File: config.mk
export PLATFORM = sky130hd
export DESIGN_NAME = drr_ctrl
export DESIGN_NICKNAME = d
export VERILOG_FILES = /design/src/design/drr_pkg.sv /design/src/design/drr_ctrl.sv
export SDC_FILE = /design/constraint.sdc
export NUM_CORES = 1
export LEC_CHECK = 0
export ABC_AREA = 1
export BUFFER_PORTS_ARGS = -buffer_cell sky130_fd_sc_hd__buf_2
export CORE_ASPECT_RATIO = 1.1
export CORE_MARGIN = 4
export CORE_UTILIZATION = 42
export DETAILED_ROUTE_END_ITERATION = 6
export MAX_ROUTING_LAYER = met4
export PLACE_DENSITY = 0.83
export RECOVER_POWER = 50
export SLEW_MARGIN = 30
export SYNTH_ARGS = -nofsm -noshare
export SYNTH_HDL_FRONTEND = slang
export SYNTH_SLANG_ARGS = --single-unit
File: constraint.sdc
create_clock -name clock -period 0.95 [get_ports clock]
set_input_delay 0.095 -clock clock [delete_from_list [all_inputs] [get_ports clock]]
set_output_delay 0.095 -clock clock [all_outputs]
set_load 0.05 [all_outputs]
File: src/design/drr_pkg.sv
// Shared types and constants of the deficit round robin scheduler.
`default_nettype none
package drr_pkg;

   localparam int SESSIONS_DEF    = 16;
   localparam int QUEUE_DEPTH_DEF = 16;
   localparam int LEN_W           = 14;
   localparam int WT_W            = 4;
   localparam int SID_W           = 4;
   localparam int PKT_W           = LEN_W + WT_W;
   localparam int DEF_W           = 32;
   localparam int QUANT_W         = 16;
   localparam int CREDIT_W        = QUANT_W + WT_W;
   localparam logic [QUANT_W-1:0] QUANTUM_RESET = 16'd1500;

   localparam logic [1:0] ST_QUEUED  = 2'd0;
   localparam logic [1:0] ST_GRANTED = 2'd1;
   localparam logic [1:0] ST_DROPPED = 2'd2;
   localparam logic [1:0] ST_IDLE    = 2'd3;

   typedef enum logic [2:0] {
      RSP_GRANT_REQ,
      RSP_QUEUED,
      RSP_DROP,
      RSP_IDLE,
      RSP_GRANT_SEL
   } rsp_kind_type;

   typedef struct packed {
      logic         capture;
      logic         sel_req;
      logic         sel_cur;
      logic         sel_next;
      logic         pkt_rd;
      logic         mul;
      logic         clr_credit;
      logic         wr_arrive;
      logic         wr_keep;
      logic         wr_visit;
      logic         rsp_en;
      rsp_kind_type rsp_kind;
   } cmd_type;

   typedef struct packed {
      logic func;
      logic link_busy;
      logic sess_oor;
      logic full;
      logic cnt_zero;
      logic cur_fits;
      logic visit_fits;
      logic at_cur;
      logic credit_any;
   } stat_type;

endpackage
`default_nettype wire

File: src/design/drr_ctrl.sv
// Controller state machine of the deficit round robin scheduler.
`default_nettype none
module drr_ctrl (
   input  wire logic               clock,
   input  wire logic               reset,
   input  wire logic               start,
   output      logic               busy,
   input  wire drr_pkg::stat_type  stat,
   output      drr_pkg::cmd_type   cmd
);

   typedef enum logic [8:0] {
      S_IDLE     = 9'b000000001,
      S_DISPATCH = 9'b000000010,
      S_ARR_RD   = 9'b000000100,
      S_FIN_RD   = 9'b000001000,
      S_FIN_CHK  = 9'b000010000,
      S_SC_RD    = 9'b000100000,
      S_SC_MUL   = 9'b001000000,
      S_SC_VIS   = 9'b010000000,
      S_SPARE    = 9'b100000000
   } state_type;

   state_type state_ff, state_in;

   always_ff @(posedge clock) begin
      if (reset) begin
         state_ff <= S_IDLE;
      end else begin
         state_ff <= state_in;
      end
   end

   assign busy = (state_ff != S_IDLE);

   always_comb begin
      state_in = state_ff;
      cmd      = '0;
      cmd.rsp_kind = drr_pkg::RSP_IDLE;
      unique case (state_ff)
         S_IDLE: begin
            if (start) begin
               cmd.capture = 1'b1;
               state_in    = S_DISPATCH;
            end
         end
         S_DISPATCH: begin
            if (!stat.func) begin
               if (!stat.link_busy) begin
                  cmd.rsp_en   = 1'b1;
                  cmd.rsp_kind = drr_pkg::RSP_GRANT_REQ;
                  state_in     = S_IDLE;
               end else if (stat.sess_oor) begin
                  cmd.rsp_en   = 1'b1;
                  cmd.rsp_kind = drr_pkg::RSP_DROP;
                  state_in     = S_IDLE;
               end else begin
                  cmd.sel_req = 1'b1;
                  state_in    = S_ARR_RD;
               end
            end else begin
               cmd.sel_cur = 1'b1;
               state_in    = S_FIN_RD;
            end
         end
         S_ARR_RD: begin
            cmd.rsp_en = 1'b1;
            if (stat.full) begin
               cmd.rsp_kind = drr_pkg::RSP_DROP;
            end else begin
               cmd.wr_arrive = 1'b1;
               cmd.rsp_kind  = drr_pkg::RSP_QUEUED;
            end
            state_in = S_IDLE;
         end
         S_FIN_RD: begin
            cmd.pkt_rd = 1'b1;
            state_in   = S_FIN_CHK;
         end
         S_FIN_CHK: begin
            if (!stat.cnt_zero && stat.cur_fits) begin
               cmd.wr_keep  = 1'b1;
               cmd.rsp_en   = 1'b1;
               cmd.rsp_kind = drr_pkg::RSP_GRANT_SEL;
               state_in     = S_IDLE;
            end else begin
               cmd.wr_visit   = stat.cnt_zero;
               cmd.clr_credit = 1'b1;
               cmd.sel_next   = 1'b1;
               state_in       = S_SC_RD;
            end
         end
         S_SC_RD: begin
            cmd.pkt_rd = 1'b1;
            state_in   = S_SC_MUL;
         end
         S_SC_MUL: begin
            cmd.mul  = 1'b1;
            state_in = S_SC_VIS;
         end
         S_SC_VIS: begin
            cmd.wr_visit = 1'b1;
            if (stat.visit_fits) begin
               cmd.rsp_en   = 1'b1;
               cmd.rsp_kind = drr_pkg::RSP_GRANT_SEL;
               state_in     = S_IDLE;
            end else if (stat.at_cur && !stat.credit_any) begin
               cmd.rsp_en   = 1'b1;
               cmd.rsp_kind = drr_pkg::RSP_IDLE;
               state_in     = S_IDLE;
            end else begin
               cmd.clr_credit = stat.at_cur;
               cmd.sel_next   = 1'b1;
               state_in       = S_SC_RD;
            end
         end
         S_SPARE: begin
            state_in = S_IDLE;
         end
         default: begin
            state_in = S_IDLE;
         end
      endcase
   end

endmodule
`default_nettype wire

==> flow_summary.json, run 1 <==
{
  "syn_inst": 117,
  "error": "[ERROR DPL-0033] detailed placement checks failed during check placement.",
  "ioPinCount": 27,
  "synth_top_cell_by_area": "dfxtp_1",
  "cts-buffers-inserted": 3,
  "synth_seq_area_share": 0.2319,
  "grt_max_degree": 7,
  "clockRootBuffer": "clkbuf_4",
  "ys_ff_latch": 8,
  "avgSynthCellArea_um2": 5.903,
  "grt_antenna_before_repair": 0,
  "cts_max_level": 1,
  "yosys.cell_types.count": 21,
  "status": "aborted with a tool error",
  "port_buffers": 26,
  "cts_hold_buffers": 0,
  "worst_endpoint": "cmd[2]",
  "clock_path_buffers": 2,
  "syn-cell-area_um2": 690.7,
  "ys_warn_count": 0,
  "row_count": 15,
  "synthesis.nets": 129,
  "synth_area_leaders": "dfxtp_1 (23%), nand2_1 (16%), inv_1 (12%)",
  "worst-ep-kind": "output port",
  "die_w_um": 46.67,
  "start_util": 0.4434,
  "cts.sinks": 8,
  "die_h_um": 50.53,
  "synth_top_cell_area_share": 0.2319,
  "place_congestion": 0.8159,
  "stop_stage": "5_1_grt",
  "dp_hpwl_mm": 1.795
}
## through the flow
stage	hold slack, ns	worst slack [ns]	area, um2	std cells
floorplan	0.1600	-0.3879	848.3	117
CTS	0.09245	-0.6382	1418	183
detailed placement	0.3581	-0.4810	1127	178
global placement	0.3372	-0.4419	1127	178
## cells by family after synthesis
logic type | after synthesis | share of synthesized area
flip-flops | 8 | 0.2319
AND/OR/NAND/NOR | 72 | 0.5181
buffers and inverters | 28 | 0.1630
AO/OA/AOI/OAI | 9 | 0.08695
## synth_stat cells
cell,instances
nand2_1,29
nor2_1,20
nand4_1,1
o21ai_1,1
nor2_8,1
o21ai_4,1
nand2_4,3
o21ai_0,5
nand3_1,8
nor2_4,1
nand3b_1,1
o21ai_2,1
buf_4,2
nand2_2,1
inv_1,22
dfxtp_1,8
a21oi_1,1
nand3_2,2
inv_2,4
nor2_2,3
nor3_1,2
## what timing repair did
action / CTS
setup buffers: 2
endpoints found under the setup margin: 23
pin swaps: 17
resized for setup: 72
==> run 2: changes to the inputs <==
--- a/config.mk
+++ b/config.mk
@@ -7,12 +7,10 @@
 export LEC_CHECK = 0
 export ABC_AREA = 1
 export BUFFER_PORTS_ARGS = -buffer_cell sky130_fd_sc_hd__buf_2
-export CORE_ASPECT_RATIO = 1.1
-export CORE_MARGIN = 4
-export CORE_UTILIZATION = 42
+export CORE_AREA = 4 4 65 67
 export DETAILED_ROUTE_END_ITERATION = 6
-export MAX_ROUTING_LAYER = met4
-export PLACE_DENSITY = 0.83
+export DIE_AREA = 0 0 69 71
+export PLACE_DENSITY_LB_ADDON = 0.15
 export RECOVER_POWER = 50
 export SLEW_MARGIN = 30
 export SYNTH_ARGS = -nofsm -noshare
==> constraint.sdc (replaced) <==
create_clock -name clock -period 1.25 [get_ports clock]
set_input_delay 0.125 -clock clock [delete_from_list [all_inputs] [get_ports clock]]
set_output_delay 0.125 -clock clock [all_outputs]
set_load 0.05 [all_outputs]
==> run 2 against run 1 <==
  * The flow now finishes, with violations (negative setup slack)
  * Synthesized cell count unchanged
  * Area after synthesis stayed put
==> flow_summary.json, run 2 <==
{
  "hold_path_class": "input port to register",
  "vdd_drop_max_mv": 0.2012,
  "p_leak_nw": 0.7247,
  "clk-insertion-delay-late_ns": 0.23,
  "regMostFlops": "state_ff",
  "port_buffers": 26,
  "syn-cell-area_um2": 690.7,
  "largestRegisters": "state_ff (8)",
  "core-area_um2": 3633,
  "total_power_uw": 877.5,
  "setup_viol": 20,
  "cp_max_fo": 6,
  "ys_ff_latch": 8,
  "ys_warn_count": 0,
  "dp_hpwl_mm": 1.808,
  "drt_iter0_drc": 12,
  "row_count": 22,
  "placed_cell_area_um2": 1052,
  "synth_edf_count": 0,
  "layout_commonest_cell": "buf_4",
  "clockRootBuffer": "clkbuf_8",
  "synthesis.nets": 129,
  "num_antenna_cells": 0,
  "syn_inst": 117,
  "powerDensity_nw_per_um2": 601.0,
  "tightest_slew_ns": 0.2815,
  "place_congestion": 0.8404,
  "dpl_worst_slack_ns": -0.2052,
  "synth-main-ff-cell": "dfxtp_1",
  "synth_top_cell_by_area": "dfxtp_1",
  "avgSynthCellArea_um2": 5.903,
  "area_delta_synth_final_pct": 111.4,
  "start_util": 0.1901,
  "clk_pin_slew_ns": 0.04,
  "routed_wirelength_mm": 2.354,
  "wire_per_inst_um": 10.60,
  "antenna_left": 0,
  "p_sw_frac": 0.3165,
  "slew_headroom": 0.8104,
  "tritoncts": "done",
  "cts.sinks": 8,
  "dieArea_um2": 4899,
  "drc": 0,
  "ys_async_sr_fraction": 0,
  "via_per_inst": 4.009,
  "p_int_uw": 599.8,
  "synth_most_common_cell": "nand2_1",
  "crit_path_end_kind": "output port",
  "cts-buffers-inserted": 3,
  "cts_max_level": 1,
  "mostFrequentLayoutCells": "buf_4 (28), nand2_1 (18), inv_2 (15)",
  "crit_required_ns": 1.12,
  "maxClockFrequency_mhz": 644.7,
  "post-route-util": 0.4019,
  "synth_seq_area_share": 0.2319,
  "cp-start-kind": "register",
  "clock_power_share": 0.352,
  "clock_path_buffers": 2,
  "grt_overflow_total": 0,
  "min_period_over_period": 1.241,
  "dr.pass1.iters": 3,
  "violations": "negative setup slack",
  "power.switching_uw": 277.7,
  "drive_gt1_frac": 0.6954,
  "status": "complete, but fails checks",
  "grt_usage": 0.1019,
  "fin_ws_ns": -0.3012,
  "cap_viol_max_count": 0,
  "power_frac_comb": 0.342,
  "die_w_um": 69,
  "grt_pass1_vias": 995,
  "synthTopCellsByCount": "nand2_1 (29), inv_1 (22), nor2_1 (20)",
  "drv_slew": 0,
  "rsz0062_at_grt": "true",
  "cp.arrival_ns": 1.43,
  "ioPinCount": 27,
  "vias": 890,
  "hold_viol": 0,
  "grt_max_degree": 7,
  "grt_pass1_wl_mm": 4.146,
  "synth_area_leaders": "dfxtp_1 (23%), nand2_1 (16%), inv_1 (12%)",
  "synth_top_cell_area_share": 0.2319,
  "path_class": "register to output port",
  "largest_reg_flops": 8,
  "yosys.cell_types.count": 21,
  "fin_worst_skew_ns": 0.002773,
  "pwr-share-seq": 0.306,
  "grt_antenna_before_repair": 0,
  "finalNetCount": 188,
  "final_area_um2": 1460,
  "die_h_um": 71,
  "fin_tns_setup_ns": -3.553,
  "fin_crit_ns": 1.551
}
-- run 2: through the flow --
step / hold WS [ns] / std cells
4_1_cts: 0.1520 / 222
3_5_place_dp: 0.3965 / 208
5_1_grt: 0.1626 / 222
3_3_place_gp: 0.3968 / 208
6_report: 0.1417 / 222
2_1_floorplan: 0.1974 / 117
-- run 2: layout make-up --
class / count / area (um2)
multi-input cells: 81 / 585.6
repair buffers: 56 / 503.0
well taps: 48 / 60.06
inverters: 26 / 97.59
flip-flops and latches: 8 / 172.7
fillers: 397 / 2173
clock buffers: 3 / 41.29
-- run 2: worst paths after layout --
check / cells past startpoint / from / endpoint / slack [ns]
worst max-delay path: 8 / state_ff[0] / cmd[1] / -0.30
worst min-delay path: 2 / reset / state_ff[2] / 0.14
worst max register to register: 9 / state_ff[2] / state_ff[3] / -0.07
worst min register to register: 4 / state_ff[3] / state_ff[4] / 0.63
-- run 2: worst max-delay path: stages (launching register included) --
cell,delay [ns]
dfxtp_2,0.32
inv_2,0.07
nand2_4,0.07
nor2_8,0.19
nand2_8,0.09
o21ai_4,0.17
nor2_2,0.06
nand2_2,0.07
buf_8,0.15
-- run 2: routing by layer --
metal  up-vias  global-route usage  wire length (um)
li1        467                   -                 -
met1       400             0.09848               886
met2        19              0.2119              1347
met3         4            0.009943                69
met4         0             0.04772                51
met5         -                   0                 0
-- run 2: power groups by stage --
| stage | clock network, mW | logic [mW] | registers, mW |
|---|---|---|---|
| 3_5_place_dp | 0 | 0.216 | 0.274 |
| 2_1_floorplan | 0 | 0.143 | 0.273 |
| 4_1_cts | 0.313 | 0.297 | 0.271 |
| 5_1_grt | 0.317 | 0.323 | 0.269 |
| 6_report | 0.309 | 0.300 | 0.269 |
| 3_3_place_gp | 0 | 0.213 | 0.275 |
-- run 2: repair_timing --
action                                  4_1_cts  5_1_grt
gates resized for setup                      73       19
endpoints found under the setup margin       19       21
setup buffers                                11        0
cloned                                        0        0
hold buffers                                  0        0
pin swaps                                    11       10
-- run 2: cell families after synthesis --
logic type / synth area share
AOI/OAI and AO/OA: 0.08695
and+or+nand+nor: 0.5181
DFF: 0.2319
buffers and inverters: 0.1630
(Power assumes the default switching activity.)
